<file path="config.mk">
export PLATFORM = sky130hd
export DESIGN_NAME = led_driver_chain_frame_generator
export DESIGN_NICKNAME = d
export VERILOG_FILES = /design/src/hw/rtl/ldcfg_pkg.sv /design/src/hw/rtl/led_driver_chain_frame_generator.sv /design/src/hw/rtl/ldcfg_front.sv /design/src/hw/rtl/ldcfg_fifo.sv /design/src/hw/rtl/ldcfg_back.sv
export VERILOG_INCLUDE_DIRS = /design/src /design/src/hw/rtl
export SDC_FILE = /design/constraint.sdc
export NUM_CORES = 1
export LEC_CHECK = 0
export ABC_AREA = 0
export BUFFER_PORTS_ARGS = -buffer_cell sky130_fd_sc_hd__buf_4
export CAP_MARGIN = 20
export CORE_ASPECT_RATIO = 0.8
export CORE_MARGIN = 4
export CORE_UTILIZATION = 45
export DETAILED_ROUTE_END_ITERATION = 10
export PLACE_DENSITY_LB_ADDON = 0.12
export SLEW_MARGIN = 20
export SYNTH_ARGS = -nofsm -noshare
export SYNTH_HDL_FRONTEND = slang
export SYNTH_SLANG_ARGS = --single-unit
</file>
<file path="constraint.sdc">
create_clock -name aclk -period 3.21 [get_ports aclk]
set_clock_uncertainty 0.1 [all_clocks]
set_input_delay 0.321 -clock aclk [delete_from_list [all_inputs] [get_ports aclk]]
set_output_delay 0.321 -clock aclk [all_outputs]
set_load 0.01 [all_outputs]
</file>
<file path="src/hw/rtl/led_driver_chain_frame_generator_defines.svh">
// assertion macros for the led driver chain frame generator
// used by the top level only; no other dependencies
`ifndef LED_DRIVER_CHAIN_FRAME_GENERATOR_DEFINES_SVH
`define LED_DRIVER_CHAIN_FRAME_GENERATOR_DEFINES_SVH

`ifndef SYNTHESIS
// same-cycle implication
`define LDCFG_ASSERT_IMP(label, clk, rstn, ante, cons, msg) \
    label: assert property (@(posedge clk) disable iff (!rstn) (ante) |-> (cons)) \
        else $error(msg);
// next-cycle implication
`define LDCFG_ASSERT_NXT(label, clk, rstn, ante, cons, msg) \
    label: assert property (@(posedge clk) disable iff (!rstn) (ante) |=> (cons)) \
        else $error(msg);
`else
`define LDCFG_ASSERT_IMP(label, clk, rstn, ante, cons, msg)
`define LDCFG_ASSERT_NXT(label, clk, rstn, ante, cons, msg)
`endif

`endif

</file>
<file path="src/hw/rtl/ldcfg_pkg.sv">
// shared types, constants and helper functions of the led driver chain frame generator
// no dependencies
package ldcfg_pkg;

    localparam int MAX_DEVICES     = 8;
    localparam int ROWS_PER_DEVICE = 8;
    // five init frames of up to eight words fit the result limit
    localparam int CHAIN_CAP       = (MAX_DEVICES < 8) ? MAX_DEVICES : 8;
    localparam int POS_W           = (CHAIN_CAP > 1) ? $clog2(CHAIN_CAP) : 1;
    localparam int NUM_INIT_FRAMES = 5;
    localparam int FIFO_DEPTH      = 2;
    localparam int FIFO_PTR_W      = (FIFO_DEPTH > 1) ? $clog2(FIFO_DEPTH) : 1;
    localparam int FIFO_CNT_W      = $clog2(FIFO_DEPTH + 1);

    // configuration register indexes
    localparam logic [2:0] REG_DEVICE_COUNT = 3'd0;
    localparam logic [2:0] REG_DECODE_MODE  = 3'd1;
    localparam logic [2:0] REG_INTENSITY    = 3'd2;
    localparam logic [2:0] REG_SCAN_LIMIT   = 3'd3;
    localparam logic [2:0] REG_TEST_MODE    = 3'd4;
    localparam logic [2:0] REG_POWER_ON     = 3'd5;
    localparam logic [2:0] REG_MIRROR       = 3'd6;

    // request kinds
    localparam logic KIND_INIT = 1'b0;
    localparam logic KIND_ROW  = 1'b1;

    // driver register addresses
    localparam logic [3:0] ADDR_NOOP      = 4'h0;
    localparam logic [3:0] ADDR_DECODE    = 4'h9;
    localparam logic [3:0] ADDR_INTENSITY = 4'hA;
    localparam logic [3:0] ADDR_SCANLIM   = 4'hB;
    localparam logic [3:0] ADDR_SHUTDOWN  = 4'hC;
    localparam logic [3:0] ADDR_TEST      = 4'hF;

    // init frame order
    localparam logic [2:0] FRAME_DECODE    = 3'd0;
    localparam logic [2:0] FRAME_INTENSITY = 3'd1;
    localparam logic [2:0] FRAME_SCANLIM   = 3'd2;
    localparam logic [2:0] FRAME_TEST      = 3'd3;
    localparam logic [2:0] FRAME_SHUTDOWN  = 3'd4;

    typedef struct packed {
        logic [3:0] device_count;
        logic [7:0] decode_mode;
        logic [3:0] intensity;
        logic [2:0] scan_limit;
        logic       test_mode;
        logic       power_on;
        logic       mirror;
    } cfg_t;

    typedef struct packed {
        logic       is_init;
        logic [2:0] target;
        logic [3:0] addr;
        logic [7:0] data;
    } cmd_t;

    typedef struct packed {
        logic [2:0] pos;
        logic [2:0] frame;
    } seq_status_t;

    typedef struct packed {
        logic                  full;
        logic                  empty;
        logic [FIFO_CNT_W-1:0] count;
    } fifo_status_t;

    function automatic logic [7:0] flip_byte(input logic [7:0] v);
        logic [7:0] t;
        t = ((v & 8'hF0) >> 4) | ((v & 8'h0F) << 4);
        t = ((t & 8'hCC) >> 2) | ((t & 8'h33) << 2);
        t = ((t & 8'hAA) >> 1) | ((t & 8'h55) << 1);
        return t;
    endfunction

    // effective chain length, 1..CHAIN_CAP
    function automatic logic [3:0] chain_len(input logic [3:0] dc);
        logic [3:0] n;
        n = (dc == 4'd0) ? 4'd1 : dc;
        if (int'(n) > CHAIN_CAP) begin
            n = 4'(CHAIN_CAP);
        end
        return n;
    endfunction

endpackage

</file>
<file path="src/hw/rtl/led_driver_chain_frame_generator.sv">
// Frame generator for a daisy chain of 8x8 LED display drivers. A row request gives one
// frame of n words (n = device_count clamped to 1..8), an init request five frames, 5*n
// words. The word sequencer emits one word per cycle into the output register while the
// result side does not stall; requests queue in a two-entry command buffer and are taken
// every cycle while it has room.
// A row request with a row beyond the device is taken and gives no words.
// Depends on ldcfg_pkg, ldcfg_front, ldcfg_fifo, ldcfg_back and the defines header.
`include "led_driver_chain_frame_generator_defines.svh"

module led_driver_chain_frame_generator (
    input  logic       aclk,
    input  logic       aresetn,
    input  logic       cfg_wr_en,
    input  logic [2:0] cfg_index,
    input  logic [7:0] cfg_wdata,
    input  logic       s_valid,
    output logic       s_ready,
    input  logic       s_kind,
    input  logic [2:0] s_target_device,
    input  logic [2:0] s_row,
    input  logic [7:0] s_row_data,
    output logic       m_valid,
    input  logic       m_ready,
    output logic [3:0] m_reg_addr,
    output logic [7:0] m_reg_data,
    output logic       m_frame_end,
    output logic       m_last
);

    ldcfg_pkg::cfg_t          cfg_reg, cfg_next;
    ldcfg_pkg::cmd_t          push_cmd;
    ldcfg_pkg::cmd_t          head_cmd;
    ldcfg_pkg::fifo_status_t  fifo_st;
    ldcfg_pkg::seq_status_t   seq_st;
    logic                     push;
    logic                     pop;
    logic [3:0]               chain_n;

    always_comb begin
        cfg_next = cfg_reg;
        if (cfg_wr_en) begin
            unique case (cfg_index)
                ldcfg_pkg::REG_DEVICE_COUNT: cfg_next.device_count = cfg_wdata[3:0];
                ldcfg_pkg::REG_DECODE_MODE:  cfg_next.decode_mode  = cfg_wdata;
                ldcfg_pkg::REG_INTENSITY:    cfg_next.intensity    = cfg_wdata[3:0];
                ldcfg_pkg::REG_SCAN_LIMIT:   cfg_next.scan_limit   = cfg_wdata[2:0];
                ldcfg_pkg::REG_TEST_MODE:    cfg_next.test_mode    = cfg_wdata[0];
                ldcfg_pkg::REG_POWER_ON:     cfg_next.power_on     = cfg_wdata[0];
                ldcfg_pkg::REG_MIRROR:       cfg_next.mirror       = cfg_wdata[0];
                default: begin
                    cfg_next = cfg_reg;
                end
            endcase
        end
    end

    always_ff @(posedge aclk) begin
        if (!aresetn) begin
            cfg_reg.device_count <= 4'd1;
            cfg_reg.decode_mode  <= 8'd0;
            cfg_reg.intensity    <= 4'd15;
            cfg_reg.scan_limit   <= 3'd7;
            cfg_reg.test_mode    <= 1'b0;
            cfg_reg.power_on     <= 1'b1;
            cfg_reg.mirror       <= 1'b0;
        end else begin
            cfg_reg <= cfg_next;
        end
    end

    ldcfg_front u_front (
        .s_valid         (s_valid),
        .s_ready         (s_ready),
        .s_kind          (s_kind),
        .s_target_device (s_target_device),
        .s_row           (s_row),
        .s_row_data      (s_row_data),
        .mirror          (cfg_reg.mirror),
        .fifo_full       (fifo_st.full),
        .push            (push),
        .cmd             (push_cmd)
    );

    ldcfg_fifo u_fifo (
        .aclk    (aclk),
        .aresetn (aresetn),
        .push    (push),
        .din     (push_cmd),
        .pop     (pop),
        .dout    (head_cmd),
        .status  (fifo_st)
    );

    ldcfg_back u_back (
        .aclk        (aclk),
        .aresetn     (aresetn),
        .cfg         (cfg_reg),
        .cmd_valid   (!fifo_st.empty),
        .cmd         (head_cmd),
        .cmd_pop     (pop),
        .m_valid     (m_valid),
        .m_ready     (m_ready),
        .m_reg_addr  (m_reg_addr),
        .m_reg_data  (m_reg_data),
        .m_frame_end (m_frame_end),
        .m_last      (m_last),
        .status      (seq_st)
    );

    assign chain_n = ldcfg_pkg::chain_len(cfg_reg.device_count);

    `LDCFG_ASSERT_IMP(a_last_ends_frame, aclk, aresetn, m_valid && m_last, m_frame_end, "last word without frame end")
    `LDCFG_ASSERT_IMP(a_pos_in_chain, aclk, aresetn, 1'b1, {1'b0, seq_st.pos} < chain_n, "chain position past chain length")
    `LDCFG_ASSERT_IMP(a_frame_in_range, aclk, aresetn, 1'b1, seq_st.frame <= ldcfg_pkg::FRAME_SHUTDOWN, "init frame index out of range")
    `LDCFG_ASSERT_IMP(a_fifo_bound, aclk, aresetn, 1'b1, int'(fifo_st.count) <= ldcfg_pkg::FIFO_DEPTH, "command queue overflow")
    `LDCFG_ASSERT_NXT(a_request_continues, aclk, aresetn, m_valid && m_ready && !m_last, m_valid, "gap inside the words of one request")

endmodule

</file>
<file path="src/hw/rtl/ldcfg_front.sv">
// front end: accepts requests, drops out-of-range rows, builds commands for the queue
// depends on ldcfg_pkg
module ldcfg_front (
    input  logic               s_valid,
    output logic               s_ready,
    input  logic               s_kind,
    input  logic [2:0]         s_target_device,
    input  logic [2:0]         s_row,
    input  logic [7:0]         s_row_data,
    input  logic               mirror,
    input  logic               fifo_full,
    output logic               push,
    output ldcfg_pkg::cmd_t    cmd
);

    logic accept;
    logic drop;

    assign s_ready = !fifo_full;
    assign accept  = s_valid && s_ready;
    // a row beyond the device gives no words at all
    assign drop    = (s_kind == ldcfg_pkg::KIND_ROW) &&
                     ({1'b0, s_row} >= 4'(ldcfg_pkg::ROWS_PER_DEVICE));
    assign push    = accept && !drop;

    always_comb begin
        cmd.is_init = (s_kind == ldcfg_pkg::KIND_INIT);
        cmd.target  = s_target_device;
        cmd.addr    = {1'b0, s_row} + 4'd1;
        cmd.data    = mirror ? ldcfg_pkg::flip_byte(s_row_data) : s_row_data;
    end

endmodule

</file>
<file path="src/hw/rtl/ldcfg_fifo.sv">
// short command queue between front end and word sequencer
// depends on ldcfg_pkg
module ldcfg_fifo (
    input  logic                   aclk,
    input  logic                   aresetn,
    input  logic                   push,
    input  ldcfg_pkg::cmd_t        din,
    input  logic                   pop,
    output ldcfg_pkg::cmd_t        dout,
    output ldcfg_pkg::fifo_status_t status
);

    ldcfg_pkg::cmd_t mem [ldcfg_pkg::FIFO_DEPTH];

    logic [ldcfg_pkg::FIFO_PTR_W-1:0] wr_ptr_reg, wr_ptr_next;
    logic [ldcfg_pkg::FIFO_PTR_W-1:0] rd_ptr_reg, rd_ptr_next;
    logic [ldcfg_pkg::FIFO_CNT_W-1:0] count_reg, count_next;

    always_comb begin
        wr_ptr_next = wr_ptr_reg;
        rd_ptr_next = rd_ptr_reg;
        count_next  = count_reg;
        if (push) begin
            wr_ptr_next = (int'(wr_ptr_reg) == ldcfg_pkg::FIFO_DEPTH - 1) ? '0 :
                          wr_ptr_reg + 1'b1;
        end
        if (pop) begin
            rd_ptr_next = (int'(rd_ptr_reg) == ldcfg_pkg::FIFO_DEPTH - 1) ? '0 :
                          rd_ptr_reg + 1'b1;
        end
        if (push && !pop) begin
            count_next = count_reg + 1'b1;
        end else if (pop && !push) begin
            count_next = count_reg - 1'b1;
        end
    end

    always_ff @(posedge aclk) begin
        if (!aresetn) begin
            wr_ptr_reg <= '0;
            rd_ptr_reg <= '0;
            count_reg  <= '0;
        end else begin
            wr_ptr_reg <= wr_ptr_next;
            rd_ptr_reg <= rd_ptr_next;
            count_reg  <= count_next;
        end
    end

    always_ff @(posedge aclk) begin
        if (push) begin
            mem[wr_ptr_reg] <= din;
        end
    end

    assign dout         = mem[rd_ptr_reg];
    assign status.full  = (int'(count_reg) == ldcfg_pkg::FIFO_DEPTH);
    assign status.empty = (count_reg == '0);
    assign status.count = count_reg;

endmodule

</file>
<file path="src/hw/rtl/ldcfg_back.sv">
// back end: walks chain positions and init frames, one word per cycle into the output register
// while the output is not stalled; depends on ldcfg_pkg
module ldcfg_back (
    input  logic                    aclk,
    input  logic                    aresetn,
    input  ldcfg_pkg::cfg_t         cfg,
    input  logic                    cmd_valid,
    input  ldcfg_pkg::cmd_t         cmd,
    output logic                    cmd_pop,
    output logic                    m_valid,
    input  logic                    m_ready,
    output logic [3:0]              m_reg_addr,
    output logic [7:0]              m_reg_data,
    output logic                    m_frame_end,
    output logic                    m_last,
    output ldcfg_pkg::seq_status_t  status
);

    logic [ldcfg_pkg::POS_W-1:0] pos_reg, pos_next;
    logic [2:0]                  frame_reg, frame_next;
    logic                        m_valid_reg, m_valid_next;
    logic [3:0]                  addr_reg;
    logic [7:0]                  data_reg;
    logic                        fend_reg;
    logic                        last_reg;

    logic [3:0] n;
    logic       load;
    logic       pos_last;
    logic       frame_last;
    logic [3:0] w_addr;
    logic [7:0] w_data;
    logic       w_last;

    assign n          = ldcfg_pkg::chain_len(cfg.device_count);
    assign load       = cmd_valid && (!m_valid_reg || m_ready);
    assign pos_last   = (4'(pos_reg) == n - 4'd1);
    assign frame_last = (frame_reg == ldcfg_pkg::FRAME_SHUTDOWN);

    always_comb begin
        w_addr = ldcfg_pkg::ADDR_NOOP;
        w_data = 8'd0;
        w_last = pos_last;
        if (cmd.is_init) begin
            w_last = pos_last && frame_last;
            unique case (frame_reg)
                ldcfg_pkg::FRAME_DECODE: begin
                    w_addr = ldcfg_pkg::ADDR_DECODE;
                    w_data = cfg.decode_mode;
                end
                ldcfg_pkg::FRAME_INTENSITY: begin
                    w_addr = ldcfg_pkg::ADDR_INTENSITY;
                    w_data = {4'd0, cfg.intensity};
                end
                ldcfg_pkg::FRAME_SCANLIM: begin
                    w_addr = ldcfg_pkg::ADDR_SCANLIM;
                    w_data = {5'd0, cfg.scan_limit};
                end
                ldcfg_pkg::FRAME_TEST: begin
                    w_addr = ldcfg_pkg::ADDR_TEST;
                    w_data = {7'd0, cfg.test_mode};
                end
                ldcfg_pkg::FRAME_SHUTDOWN: begin
                    w_addr = ldcfg_pkg::ADDR_SHUTDOWN;
                    w_data = {7'd0, cfg.power_on};
                end
                default: begin
                    w_addr = ldcfg_pkg::ADDR_NOOP;
                    w_data = 8'd0;
                end
            endcase
        end else if ({1'b0, cmd.target} == 4'(pos_reg)) begin
            w_addr = cmd.addr;
            w_data = cmd.data;
        end
    end

    assign cmd_pop = load && w_last;

    always_comb begin
        pos_next   = pos_reg;
        frame_next = frame_reg;
        if (load) begin
            if (w_last) begin
                pos_next   = '0;
                frame_next = ldcfg_pkg::FRAME_DECODE;
            end else if (pos_last) begin
                // next init frame
                pos_next   = '0;
                frame_next = frame_reg + 3'd1;
            end else begin
                pos_next   = pos_reg + 1'b1;
            end
        end
        if (load) begin
            m_valid_next = 1'b1;
        end else if (m_ready) begin
            m_valid_next = 1'b0;
        end else begin
            m_valid_next = m_valid_reg;
        end
    end

    always_ff @(posedge aclk) begin
        if (!aresetn) begin
            pos_reg     <= '0;
            frame_reg   <= ldcfg_pkg::FRAME_DECODE;
            m_valid_reg <= 1'b0;
        end else begin
            pos_reg     <= pos_next;
            frame_reg   <= frame_next;
            m_valid_reg <= m_valid_next;
        end
    end

    always_ff @(posedge aclk) begin
        if (load) begin
            addr_reg <= w_addr;
            data_reg <= w_data;
            fend_reg <= pos_last;
            last_reg <= w_last;
        end
    end

    assign m_valid      = m_valid_reg;
    assign m_reg_addr   = addr_reg;
    assign m_reg_data   = data_reg;
    assign m_frame_end  = fend_reg;
    assign m_last       = last_reg;
    assign status.pos   = 3'(pos_reg);
    assign status.frame = frame_reg;

endmodule

</file>
After elaboration in Yosys (flattened, before gate mapping)
Memory sizes are Yosys's and may differ from the RTL's. A register that Yosys moved wholly into a read port is not among the register bits.
Index checks and enable logic that the tools add are counted.
- register bits after elaboration: 47
- memory bits (writable): 32
- output and inout bits: 16
- memories: 1
- reductions and logical operators: 27
- mux-type cells: 24
- add/sub/neg operators: 8
- bitwise operators: 4
- equal/unequal tests: 13
- order comparisons: 1
- memories (memory ; depth ; width ; rd ports ; clocked after memory_dff ; wr ports ; RTL line ; text):
    u_fifo.mem ; 2 ; 16 ; 1 ; 1 ; 1 ; ldcfg_fifo.sv:13 ; ldcfg_pkg::cmd_t mem [ldcfg_pkg::FIFO_DEPTH];
- operator list (cell ; count):
    case mux 8 bit (5 select lines) ; 1
    2-to-1 mux 8 bit ; 3
    case mux 4 bit (5 select lines) ; 1
    2-to-1 mux 4 bit ; 4
    AND reduction 2 bit ; 8
    == test 3 x 2 -> 1 bit, second input constant ; 4
    == test 3 bit, second input constant ; 4
    2-to-1 mux 3 bit ; 4
    2-to-1 mux 1 bit ; 9
    OR 4 x 8 -> 8 bit ; 1
    OR 6 x 8 -> 8 bit ; 1
    OR 7 x 8 -> 8 bit ; 1
    adder 3 x 1 -> 3 bit, second input constant ; 2
    == test 3 x 1 -> 1 bit, second input constant ; 2
    logical AND 1 bit ; 6
    logical NOT 3 bit ; 2
    nonzero test 2 bit ; 3
    logical NOT 1 bit ; 5
    adder 3 x 1 -> 4 bit, second input constant ; 1
    == test 3 x 4 -> 1 bit ; 1
    > comparator 4 bit, second input constant ; 1
    logical NOT 4 bit ; 1
    2-to-1 mux 2 bit ; 2
    subtractor 4 x 1 -> 4 bit, second input constant ; 1
    other kinds (8) ; 9

Longest topological paths before layout
Gate-level depths: netlist of the first run.
- depth after elaboration: 12
- depth in mapped cells: 11

By module
A second synthesis of the first run with hierarchy kept.
- cells, all modules: 293
- area, all modules: 3704.8 um2
- by module, submodules not included (module ; area each (um2) ; cells an instance ; times used):
    ldcfg_fifo ; 1372.6 ; 72 ; 1
    ldcfg_back ; 1187.4 ; 111 ; 1
    led_driver_chain_frame_generator ; 945.9 ; 91 ; 1
    ldcfg_front ; 198.9 ; 19 ; 1

Least setup slack after synthesis of the first run
OpenSTA, ideal clock, no wires.
- kind: flip-flop to flip-flop
- start point: register cfg_reg[19] in the netlist's numbering
- end point: register u_fifo.count_reg[1] in the netlist's numbering
- stages on the path, launching flop included: 10
- clock period less this slack: 2468 ps
- library setup time: 76 ps
- path buffers: 0
- arrival: 2293 ps
- slack: 742 ps
- cell sequence: dfxtp_1 o21bai_1 nand2b_1 ha_1 xnor2_1 nor4_2 nand2_2 ha_1 or3_1 a21boi_0
- cells in the longest elaborated chain, start to end: 12
- RTL lines (what ; RTL line ; text):
    start: declaration ; led_driver_chain_frame_generator.sv:30 ; ldcfg_pkg::cfg_t cfg_reg, cfg_next;
    start signal: assignment ; led_driver_chain_frame_generator.sv:67 ; cfg_reg <= cfg_next;
    logical NOT 4 bit ; n/a ;
    2-to-1 mux 4 bit (*) ; ldcfg_pkg.sv:82 ; n = (dc == 4'd0) ? 4'd1 : dc;
    > comparator 4 bit ; ldcfg_pkg.sv:83 ; if (int'(n) > CHAIN_CAP) begin
    2-to-1 mux 4 bit (*) ; ldcfg_pkg.sv:83 ;
    subtractor 4 x 1 -> 4 bit (*) ; ldcfg_back.sv:37 ; assign pos_last = (4'(pos_reg) == n - 4'd1);
    == test 3 x 4 -> 1 bit (*) ; ldcfg_back.sv:37 ;
    logical AND 1 bit ; ldcfg_back.sv:45 ; w_last = pos_last && frame_last;
    2-to-1 mux 1 bit (*) ; ldcfg_back.sv:44 ; if (cmd.is_init) begin
    net u_back.w_last ; ldcfg_back.sv:33 ; logic w_last;
    logical AND 1 bit (*) ; ldcfg_back.sv:78 ; assign cmd_pop = load && w_last;
    logical NOT 1 bit ; ldcfg_fifo.sv:31 ; if (push && !pop) begin
    logical AND 1 bit ; ldcfg_fifo.sv:31 ;
    2-to-1 mux 2 bit or nonzero test 2 bit (tied branches) ; n/a ;
    end signal: assignment ; ldcfg_fifo.sv:46 ; count_reg <= count_next;
    end: declaration ; ldcfg_fifo.sv:17 ; logic [ldcfg_pkg::FIFO_CNT_W-1:0] count_reg, count_next;
Mark *: on every way through the listed nets, which the timed path passes. The rest lies on a longest branch.
A chain may end at the register's enable or synchronous reset.

Worst setup path after layout of the first run
Same ends and word-level chain as after synthesis.

==> flow_summary.toml, run 1 <==
[grt]
grt_pass1_vias = 2186
grt_max_degree = 40
grt_overflow = 0
grtUsageTotal = 0.161
grt_first_pass_wirelength_um = 11200
antenna_found_initial = 0

[die]
die_w_um = 108
start_util = 0.471
core_sq_mm = 0.00757
fp.dieH_um = 87.6
io_pins = 47
rows = 28
dieArea_sq_mm = 0.00942

[sta]
hold_ws_ns = 0.0517
tns_ns = 0
rsz0062_at_grt = "false"
fmax_mhz = 368
worst_slack_ns = 0.496
worst_pin_slew_ns = 0.840
hold_violations = 0
relSlewSlack = 0.440
finalSetupViolCount = 0
period_needed_ns = 2.71
finalCritPeriodShare = 0.846
timing.final.max_slew_violations = 0

[synth]
synth_area_per_cell_sq_um = 12.6
synth_cell_types = 42
ys_seq_area_frac = 0.578
synth-async-reset-ratio = 0
synth_cells = 283
synth_edf_count = 46
synth_ff_type = "edfxtp_1"
synthTopCellsByArea = "edfxtp_1, dfxtp_1, mux2i_1, mux2_2, ha_1"
synth_top_area_cell = "edfxtp_1"
synth_seq_cells = 80
synth_nets = 323
synth_top_area_share = 0.388
syn-cell-area_sq_mm = 0.00356
ys_warn_count = 0

[clocking]
clock_sinks = 80
cts_tree = "done"
cts_buffers = 9
clockRootBuffer = "clkbuf_8"
cts.hold.buffers_added = 0
cts-resized-gates = 0
postCtsSetupRepairBufs = 0
clock_path_buffers = 2
clk_pin_slew_ns = 0.08
htree_levels = 3
clk_latency_ns = 0.35

[worst_setup_path]
cp_data_arrival_time_ns = 2.89
critPathMaxStageDelay_ns = 0.37
reg2reg_to = "u_fifo.count_reg[1]"
reg2reg_slack_ns = 0.50
cp-endpoint = "u_fifo.count_reg[1]"
criticalPathCategory = "reg -> reg"
crit_fanout = 4
crit_chain = "o21bai_1 > nand2b_1 > ha_1 > xnor2_1 > xnor2_1 > nor4_2 > nand2_2 > ha_1 > or3_1 > a21boi_0"
r2r-start = "cfg_reg[19]"
r2r_cells = 10
startpoint = "cfg_reg[19]"
worst_path_max_delay_cell = "or3_1"
required_ns = 3.38
end_kind = "flop"
startpoint_type = "flop"

[cells_and_area]
area_growth_pct = 18.7
final_nets = 374
layout-drive-gt1-share = 0.260
largest_register_ffs = 32
most-common-layout-cells = "buf_4, edfxtp_1, mux2i_1"
antennaDiodeCount = 0
regArea_sq_mm = 0.00206
multiInputGateArea_sq_mm = 0.00142
layout_commonest_cell = "buf_4"
fill_cells = 688

[job]
maxCapViolations = 0

[power_and_ir_drop]
p_leak_nw = 1.57
ir_drop_uv = 423
power.density_mw_per_mm2 = 739

[detailed_routing]
dr_total_vias = 2270
via_per_inst = 5.11
drtAntennaViolNets = 0
wl_per_cell_um = 16.3
detail_route.wirelength_um = 7240
drcViolationCount = 0
drt_iter0_drc = 97
first_pass_iters = 4

[placement]
place_ws_ns = 0.495
io_buffers = 46
dp_hpwl_um = 5060
gp_congestion = 0.772

[worst_hold_path]
hp-class = "in -> reg"

[run_status]
status = "complete, no violations"
[synth_stat cells, types with 2 or more instances]
cell type  count
edfxtp_1      46
mux2i_1       39
dfxtp_1       34
nand2_1       26
nor2b_1       15
o21ai_0       12
mux2_2        11
ha_1           9
inv_1          7
nor2_1         7
xnor2_1        7
nand2b_1       6
nand3_1        6
clkbuf_1       5
o22ai_1        5
a21oi_1        4
and2_1         4
nor3_2         4
a222oi_1       3
buf_2          3
nand4b_1       3
and3_1         2
buf_6          2
nand3b_1       2
o21bai_1       2
or3_1          2
xor2_1         2
[through the flow]
stage                     cells  area, sq um  total power [mW]   util
after global placement      428         4020              2.35  0.531
final                       444         4230              3.13  0.559
after CTS                   444         4230              3.16  0.559
after floorplan             283         3560              2.01      -
after global routing        444         4230              3.29  0.559
after detailed placement    428         4020              2.37  0.531
[critical path, delay by kind of cell (launching register included)]
family                   cells  cell delay (ns)
AND/OR/NAND/NOR              4             0.97
AO/OA/AOI/OAI                2             0.38
adder cells (fa/ha/maj)      2             0.56
flip-flops                   1             0.33
XOR/XNOR                     2             0.31
[cell families (layout without fill, tap and decap cells)]
family | after synthesis | count (layout) | synth area share
mux | 51 | 51 | 0.151
xor+xnor | 9 | 9 | 0.0221
simple gates | 83 | 83 | 0.131
fa+ha+maj | 9 | 9 | 0.0316
compound gates | 33 | 33 | 0.0621
flops | 80 | 80 | 0.578
buf+inv | 18 | 74 | 0.0242
[cell type report]
type,count,share of cell area
Sequential cell,80,0.487
Multi-Input combinational cell,185,0.335
Timing Repair Buffer,51,0.0905
Tap cell,105,0.0311
Clock buffer,10,0.0302
Clock inverter,6,0.0198
Inverter,7,0.00621
[layer usage]
metal	GRT usage	wire (um)
met1	0.220	3480
met2	0.243	3280
met3	0.0531	386
met4	0.0550	89
met5	0	0
[power by group]
part	total, mW	internal (mW)	switching, mW
clock network	0.789	0.435	0.354
logic	0.924	0.405	0.520
registers	1.41	1.33	0.0855
[worst min-delay path by stage]
stage	startpoint	to	slack, ns	cells past startpoint
after global placement	cfg_reg[7]	cfg_reg[7]	0.35	2
after detailed placement	cfg_reg[7]	cfg_reg[7]	0.36	2
after global routing	s_target_device[1]	u_fifo.mem[0][13]	0.02	1
after floorplan	s_target_device[0]	u_fifo.mem[0][12]	0.32	0
after CTS	s_target_device[1]	u_fifo.mem[0][13]	0.03	1
final	s_target_device[1]	u_fifo.mem[0][13]	0.05	1
Note: power is estimated with default switching activity, not from simulation.
==> run 2: changes to the inputs <==
==> constraint.sdc (replaced) <==
create_clock -name aclk -period 2.83 [get_ports aclk]
set_clock_uncertainty 0.1 [all_clocks]
set_input_delay 0.283 -clock aclk [delete_from_list [all_inputs] [get_ports aclk]]
set_output_delay 0.283 -clock aclk [all_outputs]
set_load 0.01 [all_outputs]
==> run 2 against run 1 <==
Utilization fell by 0.20 points. Combinational power rose by 15%. First-iteration DRC count fell by 34%. Cell count rose by 0.68%. Worst hold slack got worse by 0.025 ns. Critical endpoint unchanged.
==> flow_summary.toml, run 2 (synthesized netlist as in run 1, its figures left out) <==
[die]
io_pins = 47
core_sq_mm = 0.00757
fp.dieH_um = 87.6
start_util = 0.471
rows = 28
die_w_um = 108
dieArea_sq_mm = 0.00942

[cells_and_area]
final_nets = 377
layout-drive-gt1-share = 0.263
design_area_sq_mm = 0.00422
largest_register_ffs = 32
fill_cells = 669
layout_commonest_cell = "buf_4"
antennaDiodeCount = 0
area_growth_pct = 18.3
most-common-layout-cells = "buf_4, edfxtp_1, mux2i_1"

[clocking]
clock_path_buffers = 2
clock_sinks = 80
clk_pin_slew_ns = 0.08
clk_latency_ns = 0.34
cts_tree = "done"
clockRootBuffer = "clkbuf_8"
htree_levels = 3
cts_buffers = 9

[detailed_routing]
via_per_inst = 5.13
drtAntennaViolNets = 0
detail_route.wirelength_um = 7090
drt_iter0_drc = 64
drcViolationCount = 0
first_pass_iters = 4
wl_per_cell_um = 15.9
dr_total_vias = 2292

[sta]
fmax_mhz = 376
hold_violations = 0
finalSetupViolCount = 0
worst_pin_slew_ns = 0.820
timing.final.max_slew_violations = 0
period_needed_ns = 2.66
finalCritPeriodShare = 0.941
relSlewSlack = 0.453
tns_ns = 0

[worst_setup_path]
r2r-start = "cfg_reg[19]"
crit_chain = "o21bai_2 > nand2b_1 > ha_1 > xnor2_1 > nor4_2 > nand2_2 > ha_1 > or3_1 > a21boi_0"
startpoint_type = "flop"
required_ns = 3.00
crit_fanout = 4
criticalPathCategory = "reg -> reg"
cp_data_arrival_time_ns = 2.83
end_kind = "flop"
worst_path_max_delay_cell = "nor4_2"
cp_common_cell = "ha_1"
startpoint = "cfg_reg[19]"
critPathMaxStageDelay_ns = 0.41

[worst_hold_path]
hp-class = "in -> reg"
hold_start = "s_target_device[1]"

[grt]
grt_pass1_vias = 2164
grt_overflow = 0
antenna_found_initial = 0
grt_first_pass_wirelength_um = 11000
grt_max_degree = 40
grtUsageTotal = 0.155

[placement]
io_buffers = 46
gp_congestion = 0.744
dpl_cell_area_sq_mm = 0.00403
dp_hpwl_um = 4970

[power_and_ir_drop]
p_leak_nw = 1.54
power.density_mw_per_mm2 = 800
ir_drop_uv = 456

[job]
maxCapViolations = 0

[run_status]
status = "complete, no violations"
[run 2: cell types whose count changed in the layout (fill, tap and decap cells not counted)]
cell / change
buf_4: +1
clkinv_2: +1
clkinv_4: -1
clkinvlp_2: -1
o21bai_2: +1
bufinv_16: -2
dlygate4sd3_1: +2
o21bai_1: -1
clkinvlp_4: +3
[run 2: path summary, 6_finish.rpt]
path / endpoint / slack, ns / cells after the start
setup / recovery: u_fifo.count_reg[1] / 0.17 / 9
hold / removal: u_fifo.mem[1][13] / 0.03 / 1
setup reg to reg: u_fifo.count_reg[1] / 0.17 / 9
hold reg to reg: cfg_reg[8] / 0.38 / 2
[run 2: report_power, final]
part	internal [mW]	leakage (nW)	switching (mW)
registers	1.51	0.712	0.0978
logic	0.467	0.753	0.594
clock network	0.314	0.0781	0.395
total	2.29	1.54	1.09
[run 2: area by class of cell]
cell class | instances | area [sq um] | share of cell area
clock inverter | 6 | 37.5 | 0.00890
tap | 105 | 131 | 0.0312
multi-input combinational | 185 | 1420 | 0.337
sequential | 80 | 2060 | 0.489
clock buffer | 10 | 128 | 0.0303
inverter | 7 | 26.3 | 0.00623
timing repair buffer | 54 | 410 | 0.0974
[run 2: per-layer routing]
layer	up-vias	wire length, um	GRT usage
li1	1141	-	-
met1	1093	3400	0.214
met2	56	3300	0.238
met3	2	354	0.0523
met4	0	29	0.0344
met5	-	0	0
[run 2: through the flow]
stage | hold WS, ns | util | total power [mW] | setup slack (ns) | std cells
final | 0.0266 | 0.557 | 3.37 | 0.168 | 447
after CTS | 0.00344 | 0.554 | 3.41 | 0.119 | 445
after global placement | 0.353 | 0.532 | 2.68 | 0.235 | 429
after global routing | 0.00378 | 0.557 | 3.57 | -0.0173 | 447
after floorplan | 0.282 | - | 2.28 | 0.362 | 283
after detailed placement | 0.361 | 0.532 | 2.70 | 0.128 | 429
[run 2: what timing repair did]
action | CTS | global route
setup endpoints to repair | 0 | 1
hold buffers | 0 | 2
endpoints found under the hold margin | 0 | 2
setup buffers | 0 | 0
resized for setup | 0 | 1
[run 2: critical path: cells and delay by family, from the launching register on]
family / cells / cell delay (ns)
DFF: 1 / 0.34
adders and majority gates: 2 / 0.64
xor gates and xnor gates: 1 / 0.17
and+or+nand+nor: 4 / 1.00
AOI/OAI and AO/OA: 2 / 0.34
==> run 3: changes to the inputs <==
--- a/config.mk
+++ b/config.mk
@@ -13,7 +13,8 @@
 export CORE_MARGIN = 4
 export CORE_UTILIZATION = 45
 export DETAILED_ROUTE_END_ITERATION = 10
-export PLACE_DENSITY_LB_ADDON = 0.12
+export PLACE_DENSITY = 0.62
+export RECOVER_POWER = 25
 export SLEW_MARGIN = 20
 export SYNTH_ARGS = -nofsm -noshare
 export SYNTH_HDL_FRONTEND = slang
==> run 3 against run 2 <==
Die area unchanged. Cell area down 0.18%. Routed wire length down 2.6%. Setup slack better by 0.025 ns. Cell count up 0.22%. Sequential share of layout area up 0.087 points. Via count down 0.96%. Critical path type unchanged. Largest cell class unchanged. Highest routed layer unchanged.
==> flow_summary.toml, run 3 (synthesized netlist as in run 1, its figures left out) <==
[run_status]
status = "complete, no violations"

[clocking]
htree_levels = 3
cts_buffers = 9
clockRootBuffer = "clkbuf_8"
clock_sinks = 80
clk_pin_slew_ns = 0.08
cts_tree = "done"
clk_latency_ns = 0.34
clock_path_buffers = 2

[grt]
grtUsageTotal = 0.158
grt_pass1_vias = 2276
grt_first_pass_wirelength_um = 11300
grt_max_degree = 40
antenna_found_initial = 0
grt_overflow = 0

[die]
fp.dieH_um = 87.6
die_w_um = 108
core_sq_mm = 0.00757
io_pins = 47
start_util = 0.471
rows = 28
dieArea_sq_mm = 0.00942

[worst_setup_path]
startpoint_type = "flop"
cp_data_arrival_time_ns = 2.80
crit_chain = "o21bai_1 > nand2b_1 > ha_1 > xnor2_1 > nor4_2 > buf_4 > nand2_2 > ha_1 > or3_1 > a21boi_0"
cp_common_cell = "ha_1"
crit_fanout = 4
required_ns = 2.99
worst_path_max_delay_cell = "or3_1"
critPathMaxStageDelay_ns = 0.38
reg2reg_slack_ns = 0.19
end_kind = "flop"
criticalPathCategory = "reg -> reg"

[cells_and_area]
area_growth_pct = 18.0
instances_no_fill = 448
most-common-layout-cells = "edfxtp_1, buf_4, mux2i_1"
layout_commonest_cell = "edfxtp_1"
fill_cells = 686
largest_register_ffs = 32
antennaDiodeCount = 0
layout-drive-gt1-share = 0.242
final_nets = 378

[power_and_ir_drop]
combPwrFrac = 0.305
p_int_mw = 2.37
p_leak_nw = 1.55
power.density_mw_per_mm2 = 818
switchingPower_mw = 1.07
ir_drop_uv = 535
p_sw_frac = 0.311
p_clk_frac = 0.231
p_seq_frac = 0.464

[detailed_routing]
drt_iter0_drc = 81
wl_per_cell_um = 15.4
dr_total_vias = 2270
detail_route.wirelength_um = 6900
drcViolationCount = 0
via_per_inst = 5.07
first_pass_iters = 4
drtAntennaViolNets = 0

[sta]
relSlewSlack = 0.449
finalSetupViolCount = 0
timing.final.max_slew_violations = 0
hold_violations = 0
worst_slack_ns = 0.193
rsz0062_at_grt = "false"
tns_ns = 0
fmax_mhz = 379
period_needed_ns = 2.64
hold_ws_ns = 0.0490
worst_pin_slew_ns = 0.825
finalCritPeriodShare = 0.932

[worst_hold_path]
hp-class = "in -> reg"

[placement]
placed_cells = 429
gp_congestion = 0.747
dp_hpwl_um = 4900
io_buffers = 46
place_ws_ns = 0.0818

[job]
maxCapViolations = 0
[run 3: cell count changes in the layout (fill, tap and decap cells not counted)]
| cell | previous run | this run |
|---|---|---|
| nor3b_2 | 1 | 0 |
| clkbuf_1 | 1 | 6 |
| nor3b_1 | 1 | 2 |
| clkbuf_4 | 0 | 3 |
| bufinv_16 | 0 | 1 |
| clkinv_2 | 3 | 5 |
| nor3_2 | 4 | 3 |
| buf_4 | 52 | 44 |
| o21bai_2 | 1 | 0 |
| clkinvlp_4 | 3 | 1 |
| nor3_1 | 1 | 2 |
| o21bai_1 | 1 | 2 |
[run 3: power groups by stage]
| stage | Clock [mW] | Sequential (mW) | Combinational (mW) |
|---|---|---|---|
| 3_3_place_gp | 0 | 1.62 | 1.05 |
| 6_report | 0.796 | 1.60 | 1.05 |
| 4_1_cts | 0.822 | 1.60 | 1.07 |
| 5_1_grt | 0.882 | 1.62 | 1.16 |
| 2_1_floorplan | 0 | 1.66 | 0.623 |
| 3_5_place_dp | 0 | 1.62 | 1.06 |
[run 3: area by class of cell]
cell class / instances / area [sq um] / share of cell area
clock inverters: 7 / 62.6 / 0.0149
inverters: 7 / 26.3 / 0.00624
well taps: 105 / 131 / 0.0312
multi-input cells: 185 / 1410 / 0.334
repair buffers: 55 / 395 / 0.0940
flip-flops and latches: 80 / 2060 / 0.490
clock buffers: 9 / 124 / 0.0294
[run 3: repair_timing]
item,4_1_cts,5_1_grt
endpoints found under the setup margin,0,1
hold buffers,0,2
gates resized for setup,0,0
buffers inserted,0,1
endpoints found under the hold margin,0,4
[run 3: path summary, 6_finish.rpt]
kind         depth (start not counted)               start             endpoint
max                                 10         cfg_reg[19]  u_fifo.count_reg[1]
min reg2reg                          2          cfg_reg[8]           cfg_reg[8]
max reg2reg                         10         cfg_reg[19]  u_fifo.count_reg[1]
min                                  1  s_target_device[2]    u_fifo.mem[0][14]
[run 3: metrics by stage]
step                power, mW   util  cell area, sq um
floorplan                2.28      -              3560
global placement         2.67  0.532              4030
detailed placement       2.69  0.532              4030
CTS                      3.49  0.557              4210
global route             3.66  0.556              4210
finish                   3.44  0.556              4210
[run 3: metal layers]
layer  up-vias  track usage  routed length, um
met5         -            0                  0
met4         0       0.0356                 27
met3         2       0.0560                314
met2        38        0.248               3250
met1      1094        0.212               3310
li1       1136            -                  -
[run 3: worst max-delay path: cells and delay by family (launching register included)]
| kind | cells | cell delay [ns] |
|---|---|---|
| compound gates | 2 | 0.38 |
| xor+xnor | 1 | 0.16 |
| fa+ha+maj | 2 | 0.63 |
| buf+inv | 1 | 0.16 |
| flops | 1 | 0.34 |
| simple gates | 4 | 0.80 |
